### src/rtl/core/u8u16_pkg.sv
`timescale 1ns / 1ps

package u8u16_pkg;

  localparam int unsigned LeadMax = 7;

  localparam logic [25:0] SuppBase = 26'h001_0000;
  localparam logic [15:0] HighSurrBase = 16'hD800;
  localparam logic [15:0] LowSurrBase = 16'hDC00;
  localparam logic [7:0] ByteMask = 8'hFF;

  // One decoded value, already split into code units where needed
  typedef struct packed {
    logic [15:0] unit0;   // plain unit, or high surrogate
    logic [15:0] unit1;   // low surrogate
    logic pair;
    logic done;
  } u8u16_val_t;

  // Leading-one count of a lead byte, saturating at seven
  function automatic logic [2:0] lead_ones(input logic [7:0] b);
    logic [2:0] n;
    logic run;
    n = 3'd0;
    run = 1'b1;
    for (int i = 0; i < LeadMax; i++) begin
      if (run && b[7 - i]) begin
        n = n + 3'd1;
      end else begin
        run = 1'b0;
      end
    end
    return n;
  endfunction

  // Lead-byte payload: top n bits cleared
  function automatic logic [7:0] lead_payload(input logic [7:0] b, input logic [2:0] n);
    logic [7:0] mask;
    mask = ByteMask >> n;
    return b & mask;
  endfunction

endpackage

### src/rtl/core/u8u16_in_if.sv
`timescale 1ns / 1ps

interface u8u16_in_if;
  logic valid;
  logic ready;
  logic [7:0] byte_in;
  logic end_of_string;

  modport source (output valid, output byte_in, output end_of_string, input ready);
  modport sink (input valid, input byte_in, input end_of_string, output ready);
endinterface

### src/rtl/core/u8u16_out_if.sv
`timescale 1ns / 1ps

interface u8u16_out_if;
  logic valid;
  logic ready;
  logic [15:0] code_unit;
  logic last_of_run;
  logic string_done;

  modport source (output valid, output code_unit, output last_of_run,
                  output string_done, input ready);
  modport sink (input valid, input code_unit, input last_of_run,
                input string_done, output ready);
endinterface

### src/rtl/core/u8u16_decode.sv
`timescale 1ns / 1ps

module u8u16_decode (
  input  logic clk,
  input  logic rst_n,
  u8u16_in_if.sink in_ch,
  input  logic stage_free,
  output logic val_wr,
  output u8u16_pkg::u8u16_val_t val_data
);
  import u8u16_pkg::*;

  logic [2:0] rem_r, rem_nxt;
  logic [31:0] acc_r, acc_nxt;
  logic [2:0] lead_n;
  logic emit;
  logic xfer;
  logic [25:0] off;

  assign in_ch.ready = stage_free;
  assign xfer = in_ch.valid && stage_free;

  // Byte decode: lead byte starts a value, following bytes shift in 6 bits
  always_comb begin
    lead_n = lead_ones(in_ch.byte_in);
    if (rem_r == 3'd0) begin
      acc_nxt = {24'd0, lead_payload(in_ch.byte_in, lead_n)};
      rem_nxt = (lead_n > 3'd1) ? (lead_n - 3'd1) : 3'd0;
    end else begin
      acc_nxt = {acc_r[25:0], in_ch.byte_in[5:0]};
      rem_nxt = rem_r - 3'd1;
    end
    emit = (rem_nxt == 3'd0) || in_ch.end_of_string;
  end

  // Surrogate split of the finished value
  always_comb begin
    off = acc_nxt[25:0] - SuppBase;
    val_data.pair = !acc_nxt[31] && (acc_nxt[30:16] != 15'd0);
    val_data.done = in_ch.end_of_string;
    if (val_data.pair) begin
      val_data.unit0 = off[25:10] + HighSurrBase;
    end else begin
      val_data.unit0 = acc_nxt[15:0];
    end
    val_data.unit1 = {6'd0, off[9:0]} + LowSurrBase;
  end

  assign val_wr = xfer && emit;

  // Character state
  always_ff @(posedge clk) begin
    if (!rst_n) begin
      rem_r <= 3'd0;
      acc_r <= 32'd0;
    end else if (xfer) begin
      if (emit) begin
        rem_r <= 3'd0;
        acc_r <= 32'd0;
      end else begin
        rem_r <= rem_nxt;
        acc_r <= acc_nxt;
      end
    end
  end

endmodule

### src/rtl/core/u8u16_split.sv
`timescale 1ns / 1ps

module u8u16_split (
  input  logic clk,
  input  logic rst_n,
  input  logic val_wr,
  input  u8u16_pkg::u8u16_val_t val_data,
  output logic stage_free,
  u8u16_out_if.source out_ch
);
  import u8u16_pkg::*;

  logic val_valid_r;
  u8u16_val_t val_r;
  logic phase_r;
  logic last;
  logic leave;

  // A pair leaves after its second unit transfer
  assign last = !val_r.pair || phase_r;
  assign leave = val_valid_r && out_ch.ready && last;
  assign stage_free = !val_valid_r || leave;

  assign out_ch.valid = val_valid_r;
  assign out_ch.code_unit = (val_r.pair && phase_r) ? val_r.unit1 : val_r.unit0;
  assign out_ch.last_of_run = last;
  assign out_ch.string_done = val_r.done && last;

  // Control: valid and surrogate phase
  always_ff @(posedge clk) begin
    if (!rst_n) begin
      val_valid_r <= 1'b0;
      phase_r <= 1'b0;
    end else if (val_wr) begin
      val_valid_r <= 1'b1;
      phase_r <= 1'b0;
    end else if (leave) begin
      val_valid_r <= 1'b0;
      phase_r <= 1'b0;
    end else if (val_valid_r && out_ch.ready) begin
      phase_r <= 1'b1;
    end
  end

  // Payload
  always_ff @(posedge clk) begin
    if (val_wr) begin
      val_r <= val_data;
    end
  end

endmodule

### src/rtl/core/utf8_to_utf16_decoder_top.sv
// A byte that completes a character shows its first unit in the cycle after its transfer.
// Throughput: one byte per cycle while the receiver keeps up; a surrogate pair holds the result
// register for two output transfers, so the byte after it waits until the second unit is taken.
// Reset (rst_n low, synchronous): character state cleared, result register empty.
`timescale 1ns / 1ps

module utf8_to_utf16_decoder_top (
  input  logic clk,
  input  logic rst_n,
  u8u16_in_if.sink in_ch,
  u8u16_out_if.source out_ch
);
  import u8u16_pkg::*;

  logic stage_free;
  logic val_wr;
  u8u16_val_t val_data;

  u8u16_decode u_decode (
    .clk        (clk),
    .rst_n      (rst_n),
    .in_ch      (in_ch),
    .stage_free (stage_free),
    .val_wr     (val_wr),
    .val_data   (val_data)
  );

  u8u16_split u_split (
    .clk        (clk),
    .rst_n      (rst_n),
    .val_wr     (val_wr),
    .val_data   (val_data),
    .stage_free (stage_free),
    .out_ch     (out_ch)
  );

endmodule

### src/flat_wrapper.sv
// flat-port wrapper written by rule: the top's interface ports become plain ports
module utf8_to_utf16_decoder_top_flat import u8u16_pkg::*;
  (clk, rst_n, in_ch_valid, in_ch_byte_in, in_ch_end_of_string, in_ch_ready, out_ch_valid, out_ch_code_unit, out_ch_last_of_run, out_ch_string_done, out_ch_ready);
  u8u16_in_if in_ch_i ();
  u8u16_out_if out_ch_i ();
  input  logic clk;
  input  logic rst_n;
  input wire logic [$bits(in_ch_i.valid)-1:0] in_ch_valid;
  input wire logic [$bits(in_ch_i.byte_in)-1:0] in_ch_byte_in;
  input wire logic [$bits(in_ch_i.end_of_string)-1:0] in_ch_end_of_string;
  output wire logic [$bits(in_ch_i.ready)-1:0] in_ch_ready;
  output wire logic [$bits(out_ch_i.valid)-1:0] out_ch_valid;
  output wire logic [$bits(out_ch_i.code_unit)-1:0] out_ch_code_unit;
  output wire logic [$bits(out_ch_i.last_of_run)-1:0] out_ch_last_of_run;
  output wire logic [$bits(out_ch_i.string_done)-1:0] out_ch_string_done;
  input wire logic [$bits(out_ch_i.ready)-1:0] out_ch_ready;
  assign in_ch_i.valid = in_ch_valid;
  assign in_ch_i.byte_in = in_ch_byte_in;
  assign in_ch_i.end_of_string = in_ch_end_of_string;
  assign in_ch_ready = in_ch_i.ready;
  assign out_ch_valid = out_ch_i.valid;
  assign out_ch_code_unit = out_ch_i.code_unit;
  assign out_ch_last_of_run = out_ch_i.last_of_run;
  assign out_ch_string_done = out_ch_i.string_done;
  assign out_ch_i.ready = out_ch_ready;
  utf8_to_utf16_decoder_top u_core (.clk(clk), .rst_n(rst_n), .in_ch(in_ch_i), .out_ch(out_ch_i));
endmodule
### config.mk
export PLATFORM = sky130hd
export DESIGN_NAME = utf8_to_utf16_decoder_top_flat
export DESIGN_NICKNAME = d
export VERILOG_FILES = /design/src/rtl/core/u8u16_pkg.sv /design/src/rtl/core/u8u16_in_if.sv /design/src/rtl/core/u8u16_out_if.sv /design/src/rtl/core/u8u16_decode.sv /design/src/rtl/core/u8u16_split.sv /design/src/rtl/core/utf8_to_utf16_decoder_top.sv /design/src/flat_wrapper.sv
export SDC_FILE = /design/constraint.sdc
export NUM_CORES = 1
export LEC_CHECK = 0
export ABC_CLOCK_PERIOD_IN_PS = 13600
export BUFFER_PORTS_ARGS = -buffer_cell sky130_fd_sc_hd__buf_2
export CAP_MARGIN = 30
export CORE_ASPECT_RATIO = 0.7
export CORE_MARGIN = 3
export CORE_UTILIZATION = 25
export DETAILED_ROUTE_END_ITERATION = 8
export GPL_TIMING_DRIVEN = 1
export PLACE_DENSITY_LB_ADDON = 0.12
export SYNTH_ARGS = -nofsm -noshare
export SYNTH_HDL_FRONTEND = slang
export SYNTH_HIERARCHICAL = 1
export SYNTH_SLANG_ARGS = --single-unit
export TNS_END_PERCENT = 100
### constraint.sdc
create_clock -name clk -period 13.6 [get_ports clk]
set_input_delay 0 -clock clk [delete_from_list [all_inputs] [get_ports clk]]
set_output_delay 0 -clock clk [all_outputs]
set_load 0.02 [all_outputs]
[Word-level counts from Yosys, hierarchy flattened]
Cells that the tools add are included.
Storage, ports and cells
  flip-flop bits (word level): 65
  input port bits: 13
  output and inout port bits: 20
  logic and storage cells: 69
Cells by class
  add/subtract/negate cells: 11
  magnitude comparators: 1
  shift-type cells: 1
  multiplexer cells: 22
  bitwise operators: 2
  reductions and logical operators: 24
Operators with widths (number)
  $mux 16: 2
  $mux 32: 1
  $mux 26: 1
  $sub 26x17->26 const B: 1
  $mux 3: 8
  $add 11x15->16 const B: 1
  $add 16x16->16 const B: 1
  $add 3x1->3 const B: 5
  $reduce_bool 15->1: 1
  $logic_and 1x1->1: 13
  $mux 1: 9
  $and 8x8->8: 1
  $shr 8x3->8 const A: 1
  $logic_not 3->1: 2
  $sub 3x1->3 const B: 2
  $gt 3x1->1 const B: 1
  $logic_not 1->1: 3
  $logic_or 1x1->1: 3
  $reduce_or 3->1: 1
  $add 1x1->2 const B: 1
  $mux 2: 1
  $reduce_bool 2->1: 1
  $not 1->1: 1

[Logic depth before layout (Yosys ltp)]
Gate-level depths: netlist of run 1.
  depth after elaboration: 20
  depth in mapped cells: 29
  depth with buffers taken out: 29

[Modules after synthesis]
Netlist of run 1, hierarchy kept.
By module, submodules not included
  u8u16_decode: times used 1, cells an instance 291, area each 2239.6 um^2, sequential area each 580.6 um^2
  u8u16_split: times used 1, cells an instance 63, area each 1376.3 um^2, sequential area each 1061.0 um^2

[Worst setup path after synthesis of run 1]
No wires, ideal clock.
  path kind: in2reg
  start point: in in_ch_byte_in[6]
  end point: reg u_core.u_split.phase_r
  setup time: 0.116 ns
  arrival time: 6.645 ns
  data required time: 13.484 ns
  path slack: 6.839 ns
  cell stages on the path: 29
  buffers on the path: 0
  cell sequence: nand2_1 > inv_1 > ha_1 > o21a_1 > ha_1 > mux2i_1 > a21oi_1 > ha_1 > mux2i_1 > a21o_1 > a21oi_1 > ha_1 > mux2i_1 > a311oi_1 > nor2_1 > nor2_1 > ha_1 > and3b_1 > o21ai_2 > mux2i_1 > mux2i_1 > mux2_4 > ha_1 > nand3_1 > nor3_1 > nor3_1 > a21oi_1 > inv_1 > o211a_1
On the way
  cells in the longest elaborated chain, start to end: 19
  elaborated cells on any way between the ends: 30
  classes of those cells: add/sub: 6; order compare: 1; mux: 13; reduce/logical: 10
RTL lines
  start, declared: line flat_wrapper.sv:9  | input wire logic [$bits(in_ch_i.byte_in)-1:0] in_ch_byte_in;
  $logic_and 1x1->1 *: line u8u16_pkg.sv:27  | if (run && b[7 - i]) begin
  $mux 2 / $mux 1 (equally long branches): line u8u16_pkg.sv:27
  $add 3x1->3 / $logic_and 1x1->1 (equally long branches): line u8u16_pkg.sv:28, u8u16_pkg.sv:27
  $mux 3 / $mux 1 (equally long branches): line u8u16_pkg.sv:27
  $add 3x1->3 / $logic_and 1x1->1 (equally long branches): line u8u16_pkg.sv:28, u8u16_pkg.sv:27
  $mux 3 / $mux 1 (equally long branches): line u8u16_pkg.sv:27
  $add 3x1->3 / $logic_and 1x1->1 (equally long branches): line u8u16_pkg.sv:28, u8u16_pkg.sv:27
  $mux 3 / $mux 1 (equally long branches): line u8u16_pkg.sv:27
  (+4 left out)
  $sub 3x1->3 / $gt 3x1->1 (equally long branches): line u8u16_decode.sv:28  | rem_nxt = (lead_n > 3'd1) ? (lead_n - 3'd1) : 3'd0;
  $mux 3 *: line u8u16_decode.sv:28
  $mux 3 *: line u8u16_decode.sv:26  | if (rem_r == 3'd0) begin
  $logic_not 3->1 *: line u8u16_decode.sv:33  | emit = (rem_nxt == 3'd0) || in_ch.end_of_string;
  $logic_or 1x1->1 *: line u8u16_decode.sv:33
  $logic_and 1x1->1 *: line u8u16_decode.sv:49  | assign val_wr = xfer && emit;
  named net u_core.val_wr: line utf8_to_utf16_decoder_top.sv:16  | logic val_wr;
  $reduce_or 3->1 (no source line) *
  end signal, assigned: line u8u16_split.sv:33  | phase_r <= 1'b0;
  end signal, assigned: line u8u16_split.sv:36  | phase_r <= 1'b0;
  end signal, assigned: line u8u16_split.sv:39  | phase_r <= 1'b0;
  end, declared: line u8u16_split.sv:15  | logic phase_r;
The timed path passes the listed nets; every way through them passes the cells marked *.
A chain may end at the register's enable or synchronous reset.

[Worst setup path in the final report of run 1]
  start point: in in_ch_byte_in[7]
  end point: reg u_core.u_split.val_valid_r (netlist: u_core/u_split/out_ch.valid)
On the way
  cells in the longest elaborated chain, start to end: 20
  elaborated cells on any way between the ends: 34
  classes of those cells: add/sub: 7; order compare: 1; mux: 16; reduce/logical: 10
RTL lines
  $mux 1: line u8u16_pkg.sv:27
  $add 1x1->2 / $logic_and 1x1->1 (equally long branches): line u8u16_pkg.sv:28, u8u16_pkg.sv:27
  $mux 2 / $mux 1 (equally long branches): line u8u16_pkg.sv:27
  $add 3x1->3 / $logic_and 1x1->1 (equally long branches): line u8u16_pkg.sv:28, u8u16_pkg.sv:27
  $mux 3 / $mux 1 (equally long branches): line u8u16_pkg.sv:27
  $add 3x1->3 / $logic_and 1x1->1 (equally long branches): line u8u16_pkg.sv:28, u8u16_pkg.sv:27
  $mux 3 / $mux 1 (equally long branches): line u8u16_pkg.sv:27
  $add 3x1->3 / $logic_and 1x1->1 (equally long branches): line u8u16_pkg.sv:28, u8u16_pkg.sv:27
  (+5 left out)
  $sub 3x1->3 / $gt 3x1->1 (equally long branches): line u8u16_decode.sv:28
  $mux 3 *: line u8u16_decode.sv:28
  $mux 3 *: line u8u16_decode.sv:26
  $logic_not 3->1 *: line u8u16_decode.sv:33
  $logic_or 1x1->1 *: line u8u16_decode.sv:33
  $logic_and 1x1->1 *: line u8u16_decode.sv:49
  named net u_core.val_wr: line utf8_to_utf16_decoder_top.sv:16
  $mux 1 / $reduce_bool 2->1 (equally long branches)
  end signal, assigned: line u8u16_split.sv:32  | val_valid_r <= 1'b0;
  end signal, assigned: line u8u16_split.sv:35  | val_valid_r <= 1'b1;
  end signal, assigned: line u8u16_split.sv:38  | val_valid_r <= 1'b0;
  end, declared: line u8u16_split.sv:13  | logic val_valid_r;
Marks and branches as above.

==> summary.md, run 1 <==
| Metric | Value |
|---|---|
| Status | complete, no violations |
| Leak Pwr | 1.77 nW |
| CP Data Required Time | 13.88 ns |
| Synth Area in Adders | 0.0484 |
| Compound-gate portion of the synthesized area | 0.178 |
| Dpl hpwl | 6500 um |
| DP Cell Count | 560 |
| Slowest-stage cell, CP | dlygate4sd3_1 |
| Cell taking the most area after synthesis | edfxtp_1 |
| Post-route DRC | 0 |
| Initial drt markers | 200 |
| Most frequent cells in the layout | nand2_1 (37), edfxtp_1 (34), buf_2 (32), dfxtp_1 (31), o21ai_0 (23) |
| CTS root buf | clkbuf_16 |
| Row Count | 36 |
| Antenna-violating nets left | 0 |
| Hold path start | in_ch_byte_in[5] |
| Post-synthesis xor/xnor area fraction | 0.0170 |
| Max Cap Viol | 0 |
| Final Max Tran Viols | 0 |
| Relative slew slack | 0.382 |
| Final worst path period share | 0.466 |
| Layout cells sized above 1 | 0.207 |
| Sw frac | 0.251 |
| IO buf count | 32 |
| Clock-pin transition on the worst setup and hold timing paths | 0.06 ns |
| Die width | 150 um |
| Fin cells | 581 |
| Met1 Wirelength | 5010 um |
| RSZ-0062 raised after global routing | no |
| First-pass DRT Iterations | 5 |
| Kind of critical path | input pin to flip-flop |
| Worst reg-to-reg path cell count | 14 |
| Met2 routed WL | 3430 um |
| FF-to-FF setup slack | 10.40 ns |
| RR Endpoint | u_core/u_split/val_r[33] |
| Clk_lat worst skew | 0.33 ns |
| Hold WC Path Type | input pin to flip-flop |
| Power Dens Cells | 126 nW/um2 |
| Register bit total from synthesis | 65 |
| Hold Path Depth | 3 |
| Internal cell power | 0.405 mW |
| Post-synthesis sequential area ratio | 0.454 |
| Share of total power in sequential cells | 0.413 |
| Most numerous cell on the critical path | ha_1 |
| Area Overhead vs Synth | 18.9% |
| Via density | 4.60 |
| Total core area | 14,100 um2 |
| Setup TNS | 0 ns |
| EDFF count, synth | 34 |
| Largest family of logic cells by synthesized area | compound AO/OA/AOI/OAI gates |
| Dominant cells by area after synthesis | edfxtp_1 (28%), dfxtp_1 (17%), ha_1 (4.8%) |
| Total power | 0.540 mW |
| Clock share of power | 0.461 |
| PnR worst setup slack | 7.26 ns |
| Routed wire length | 9050 um |
| Comb power frac | 0.127 |
| CTS buffer count | 9 |
| Mux share of post-synthesis cell area | 0.0893 |
| Die Y | 107 um |
| Fmax | 0.158 GHz |
| GRT Util Overall | 0.120 |
| Vias in the first global route | 2,566 |
| Syn. warnings | 6 |
| Maximum clock insertion buffer count | 2 |
| Setup crit start kind | input pin |
| Clk sinks | 65 |
| Fin. Hold Viols | 0 |
| Worst-Margin Slew | 0.924 ns |
| CTS tree | built |
| Top-area cell type share of the netlist area | 0.282 |
| Largest net degree at the start of global routing | 42 |
| CP max stage delay | 0.56 ns |
| Share of flip-flops with an asynchronous set or reset | 0 |
| Syn Inst Count | 354 |
| Psw | 0.136 mW |
| Hold EP | u_core/u_decode/acc_r[5] |
| Avg Cell Area, Syn | 10.2 um2 |
| Worst Path Arrival | 6.61 ns |
| Simple-gate portion of the synthesized area | 0.142 |
| Synth Flop Type | edfxtp_1 |
| Peak VDD IR | 81.8 uV |
| Top sig layer | met4 |
| # diodes | 0 |
| # IOs | 33 |
| Gpl congestion | 0.771 |
| Worst Clk Skew | 0.00651 ns |
| Nets | 413 |
| Dpl ws | 7.51 ns |
| H-tree depth | 3 |
| Setup-failing EPs final | 0 |
| Max FO, Critical Path | 36 |
| First-pass GRT wire length | 14,500 um |
| Vias | 2,671 |
| Synthesized area | 3620 um2 |
| WL per Instance | 15.6 um |
| Initial antenna violation count | 0 |
| Grt total ovfl | 0 |
| Die area | 16,000 um2 |
| WL met3 | 489 um |
| Starting Density | 0.257 |
| CP endpoint kind | flip-flop |
| Final min period | 6.34 ns |
| Commonest non-fill, non-tap cell in the layout | nand2_1 |
| Unique masters post-synth | 56 |
| Worst R2R Start | u_core/u_decode/rem_r[0] |
| PostCTS Resize Cnt | 0 |
| Hold WS | 0.0286 ns |
worst max-delay path by stage:
stage | to | slack [ns] | startpoint | cells past startpoint
after global placement | u_core/u_split/val_r[15] | 7.64 | in_ch_byte_in[7] | 29
after global routing | u_core/u_split/out_ch.valid | 6.81 | in_ch_byte_in[7] | 32
final | u_core/u_split/out_ch.valid | 7.26 | in_ch_byte_in[7] | 32
after detailed placement | u_core/u_split/val_r[13] | 7.51 | in_ch_byte_in[7] | 29
after CTS | u_core/u_split/out_ch.valid | 7.33 | in_ch_byte_in[7] | 32
after floorplan | u_core/u_split/phase_r | 6.84 | in_ch_byte_in[6] | 29
Yosys cell counts (3+ instances only):
master,instances
nand2_1,37
edfxtp_1,34
dfxtp_1,31
o21ai_0,23
inv_1,21
a21oi_1,17
ha_1,14
a22o_1,13
clkbuf_1,12
nand3_1,12
nor2_1,12
mux2_4,11
buf_4,10
mux2i_1,9
a32o_1,7
mux2_2,6
nor3_1,6
and2_1,5
nand2b_1,5
nor2b_1,5
xnor2_1,5
a31oi_1,4
o31ai_1,4
a21boi_0,3
and3_1,3
nor4_1,3
o32ai_1,3
cells by family (layout without fill, tap and decap cells):
group / count (synthesis) / count (layout)
other: 2 / 6
multiplexers: 26 / 26
AO/OA/AOI/OAI: 92 / 92
flip-flops: 65 / 65
AND/OR/NAND/NOR: 100 / 100
buffers and inverters: 48 / 81
XOR/XNOR: 7 / 7
adder cells (fa/ha/maj): 14 / 14
timing repair:
item	CTS	global route
hold buffers	5	0
endpoints found under the hold margin	5	0
setup buffers	0	0
metrics by stage:
step	util	instance area, um2
final	0.306	4300
after global routing	0.306	4300
after CTS	0.306	4300
after detailed placement	0.280	3930
after global placement	0.278	3910
after floorplan	-	3630
routing by layer:
layer  track usage  up-vias
li1              -     1344
met1         0.189     1246
met2         0.153       74
met3        0.0334        7
met4        0.0379        0
met5             0        -
state kept, by name, indices dropped and copies added (netlist names):
register and count:
u_core/u_decode/acc_r 26, u_core/u_decode/rem_r 3, u_core/u_split/out_ch.valid 1, u_core/u_split/phase_r 1
u_core/u_split/val_r 34
layout make-up:
cell class	instances	area, um2
timing repair buffer	43	263
multi-input combinational	245	1750
clock buffer	10	229
tap	190	238
inverter	22	82.6
fill	1455	9750
clock inverter	6	92.6
sequential	65	1640
power by group through the flow:
stage / Sequential (mW) / Combinational [mW] / Clock, mW
after floorplan: 0.227 / 0.0472 / 0
after global routing: 0.224 / 0.0762 / 0.264
after global placement: 0.227 / 0.0671 / 0
after detailed placement: 0.227 / 0.0678 / 0
final: 0.223 / 0.0685 / 0.249
after CTS: 0.223 / 0.0694 / 0.255
critical path, delay by kind of cell:
family / cells / cell delay (ns)
AOI/OAI and AO/OA: 10 / 1.45
buffers and inverters: 4 / 1.22
adders and majority gates: 6 / 1.71
and+or+nand+nor: 6 / 1.00
muxes: 6 / 1.20
No activity file was read; power rests on OpenSTA's default activity.
==> run 2, diff against run 1 <==
--- a/config.mk
+++ b/config.mk
@@ -5,7 +5,8 @@
 export SDC_FILE = /design/constraint.sdc
 export NUM_CORES = 1
 export LEC_CHECK = 0
-export ABC_CLOCK_PERIOD_IN_PS = 13600
+export ABC_AREA = 1
+export ABC_CLOCK_PERIOD_IN_PS = 6350
 export BUFFER_PORTS_ARGS = -buffer_cell sky130_fd_sc_hd__buf_2
 export CAP_MARGIN = 30
 export CORE_ASPECT_RATIO = 0.7
==> constraint.sdc (replaced) <==
create_clock -name clk -period 6.35 [get_ports clk]
set_input_delay 0 -clock clk [delete_from_list [all_inputs] [get_ports clk]]
set_output_delay 0 -clock clk [all_outputs]
set_load 0.02 [all_outputs]
==> summary.md, run 2 <==
| Metric | Value |
|---|---|
| Relative slew slack | 0.432 (was 0.382) |
| Area Overhead vs Synth | 16.4% (was 18.9%) |
| Die width | 154 um (was 150 um) |
| Avg Cell Area, Syn | 7.99 um2 (was 10.2 um2) |
| GRT Util Overall | 0.118 (was 0.120) |
| Slowest-stage cell, CP | buf_4 (was dlygate4sd3_1) |
| Die Y | 109 um (was 107 um) |
| Final min period | 4.68 ns |
| Worst reg-to-reg path cell count | 14 (unchanged) |
| Setup TNS | 0 ns (unchanged) |
| # IOs | 33 (unchanged) |
| Worst-Margin Slew | 0.851 ns (was 0.924 ns) |
| Nets | 529 (was 413) |
| PnR worst setup slack | 1.67 ns (was 7.26 ns) |
| Share of flip-flops with an asynchronous set or reset | 0 (unchanged) |
| FILL cells | 1,636 (was 1,455) |
| Hold path start | out_ch_ready (was in_ch_byte_in[5]) |
| RSZ-0062 raised after global routing | no (unchanged) |
| Synth cell count leaders | nand2_1 (139), inv_1 (50), nand3_1 (38) (was nand2_1 (37), edfxtp_1 (34), dfxtp_1 (31)) |
| Largest Register | u_core/u_split/val_r (unchanged) |
| Most numerous cell on the critical path | inv_1 (was ha_1) |
| Setup-failing EPs final | 0 (unchanged) |
| Post-synthesis sequential area ratio | 0.431 (was 0.454) |
| Synthesized area | 3810 um2 (was 3620 um2) |
| CP endpoint kind | flip-flop (unchanged) |
| Maximum clock insertion buffer count | 2 (unchanged) |
| Dominant cells by area after synthesis | edfxtp_1 (27%), dfxtp_1 (16%), nand2_1 (14%) (was edfxtp_1 (28%), dfxtp_1 (17%), ha_1 (4.8%)) |
| Hold Path Depth | 6 (was 3) |
| IO buf count | 32 (unchanged) |
| Dpl hpwl | 6910 um (was 6500 um) |
| Hold EP | u_core/u_split/phase_r (was u_core/u_decode/acc_r[5]) |
| Top flop regs | u_core/u_split/val_r (34), u_core/u_decode/acc_r (26), u_core/u_decode/rem_r (3) (unchanged) |
| Clock-pin transition on the worst setup and hold timing paths | 0.06 ns (about the same) |
| # diodes | 0 (unchanged) |
| DP Area | 4100 um2 (was 3930 um2) |
| Gpl congestion | 0.786 (was 0.771) |
| Die area | 16,800 um2 (was 16,000 um2) |
| Routed wire length | 9540 um (was 9050 um) |
| Final worst path period share | 0.737 |
| Clk sinks | 65 (unchanged) |
| CTS tree | built (unchanged) |
| DP Cell Count | 683 (was 560) |
| Setup bufs post-CTS | 0 (unchanged) |
| Fmax | 0.214 GHz |
| Peak VDD IR | 126 uV (was 81.8 uV) |
| CP Data Required Time | 6.57 ns (was 13.88 ns) |
| CP max stage delay | 0.39 ns (was 0.56 ns) |
| Post-route DRC | 0 (unchanged) |
| Via density | 4.37 (was 4.60) |
| First-pass DRT Iterations | 4 (was 5) |
| Max FO, Critical Path | 35 (was 36) |
| Max Cap Viol | 0 (unchanged) |
| Grt total ovfl | 0 (unchanged) |
| Dpl ws | 1.32 ns (was 7.51 ns) |
| Starting Density | 0.257 (about the same) |
| Setup crit start kind | input pin (unchanged) |
| Hold WC Path Type | input pin to flip-flop (unchanged) |
| Leak Pwr | 2.00 nW (was 1.77 nW) |
| Antenna-violating nets left | 0 (unchanged) |
| Worst R2R Start | u_core/u_decode/rem_r[0] (unchanged) |
| CTS root buf | clkbuf_16 (unchanged) |
| Vias | 3,068 (was 2,671) |
| Initial antenna violation count | 0 (unchanged) |
| Largest net degree at the start of global routing | 36 (was 42) |
| Kind of critical path | input pin to flip-flop (unchanged) |
| Fin cells | 702 (was 581) |
| Syn. warnings | 6 (unchanged) |
| Total core area | 14,800 um2 (was 14,100 um2) |
| Synth Flop Type | edfxtp_1 (unchanged) |
| Power Dens Cells | 278 nW/um2 (was 126 nW/um2) |
| Count leader, synth | nand2_1 (unchanged) |
| Core Util, Final | 0.299 (was 0.306) |
| Commonest non-fill, non-tap cell in the layout | nand2_1 (unchanged) |
| Top-area cell type share of the netlist area | 0.268 (was 0.282) |
| Initial drt markers | 150 (was 200) |
| CTS buffer count | 9 (unchanged) |
| FF-to-FF setup slack | 2.67 ns (was 10.40 ns) |
| RR Endpoint | u_core/u_split/val_r[28] (was u_core/u_split/val_r[33]) |
| Worst Clk Skew | 0.00573 ns (was 0.00651 ns) |
| Worst Path Arrival | 4.90 ns (was 6.61 ns) |
| Status | complete, no violations (unchanged) |
| Unique masters post-synth | 37 (was 56) |
| Max FFs per register | 34 (unchanged) |
| EDFF count, synth | 34 (unchanged) |
| Clk_lat worst skew | 0.33 ns (about the same) |
| WL per Instance | 13.6 um (was 15.6 um) |
| Layout cells sized above 1 | 0.197 (was 0.207) |
| Final Cell Area | 4430 um2 (was 4300 um2) |
| Cell taking the most area after synthesis | edfxtp_1 (unchanged) |
| Vias in the first global route | 2,942 (was 2,566) |
| H-tree depth | 3 (unchanged) |
| Fin. Hold Viols | 0 (unchanged) |
| First-pass GRT wire length | 15,500 um (was 14,500 um) |
| Row Count | 37 (was 36) |
| Final Max Tran Viols | 0 (unchanged) |
| Register bit total from synthesis | 65 (unchanged) |
| Most frequent cells in the layout | nand2_1 (139), inv_1 (50), nand3_1 (38), edfxtp_1 (34), buf_2 (32) (was nand2_1 (37), edfxtp_1 (34), buf_2 (32), dfxtp_1 (31), o21ai_0 (23)) |
| Syn Inst Count | 477 (was 354) |
## run 2: layer usage
metal  up-vias  routed length, um  GRT usage  share of wire
met5         -                  0          0              0
met4         0                 70     0.0284         0.0073
met3         7                495     0.0341          0.052
met2        55               3790      0.171           0.40
met1      1442               5190      0.174           0.54
li1       1564                  -          -              -
## run 2: cells by family after synthesis
group,after synthesis,share of synthesized area
AND/OR/NAND/NOR,240,0.306
buffers and inverters,91,0.114
adder cells (fa/ha/maj),14,0.0460
other,2,0.00197
flip-flops,65,0.431
XOR/XNOR,10,0.0230
AO/OA/AOI/OAI,55,0.0788
## run 2: where the power goes
group	internal, mW	leakage, nW	switching, mW
sequential	0.482	0.576	0.0133
combinational	0.0659	1.27	0.174
clock	0.308	0.150	0.190
## run 2: area by class of cell
| class | instances | area [um2] | area share |
|---|---|---|---|
| clock inverters | 7 | 78.8 | 0.0178 |
| well taps | 195 | 244 | 0.0550 |
| inverters | 60 | 228 | 0.0514 |
| flip-flops and latches | 65 | 1640 | 0.370 |
| multi-input cells | 325 | 1760 | 0.397 |
| repair buffers | 41 | 255 | 0.0576 |
| clock buffers | 9 | 225 | 0.0508 |
## run 2: worst max-delay path, delay by kind of cell
kind / cells / cell delay (ns)
fa+ha+maj: 7 / 1.83
simple gates: 14 / 1.22
buf+inv: 12 / 1.32
compound gates: 3 / 0.48
## run 2: per-stage QoR
| step | hold WS, ns | power [mW] |
|---|---|---|
| 2_1_floorplan | 0.122 | 0.687 |
| 5_1_grt | 0.137 | 1.30 |
| 6_report | 0.0957 | 1.23 |
| 4_1_cts | 0.0861 | 1.26 |
| 3_3_place_gp | 0.231 | 0.744 |
| 3_5_place_dp | 0.247 | 0.747 |
## run 2: worst max-delay path by stage
| stage | depth (start not counted) | from | to | slack, ns |
|---|---|---|---|---|
| CTS | 36 | in_ch_byte_in[6] | u_core/u_split/phase_r | 1.67 |
| global placement | 36 | in_ch_byte_in[6] | u_core/u_split/phase_r | 1.45 |
| detailed placement | 36 | in_ch_byte_in[6] | u_core/u_split/phase_r | 1.32 |
| finish | 36 | in_ch_byte_in[6] | u_core/u_split/phase_r | 1.67 |
| global route | 36 | in_ch_byte_in[6] | u_core/u_split/phase_r | 1.19 |
| floorplan | 34 | in_ch_byte_in[6] | u_core/u_split/phase_r | 1.25 |
## run 2: timing repair
action	4_1_cts	5_1_grt
endpoints found under the hold margin	5	0
gates resized for setup	0	0
hold buffers	3	0
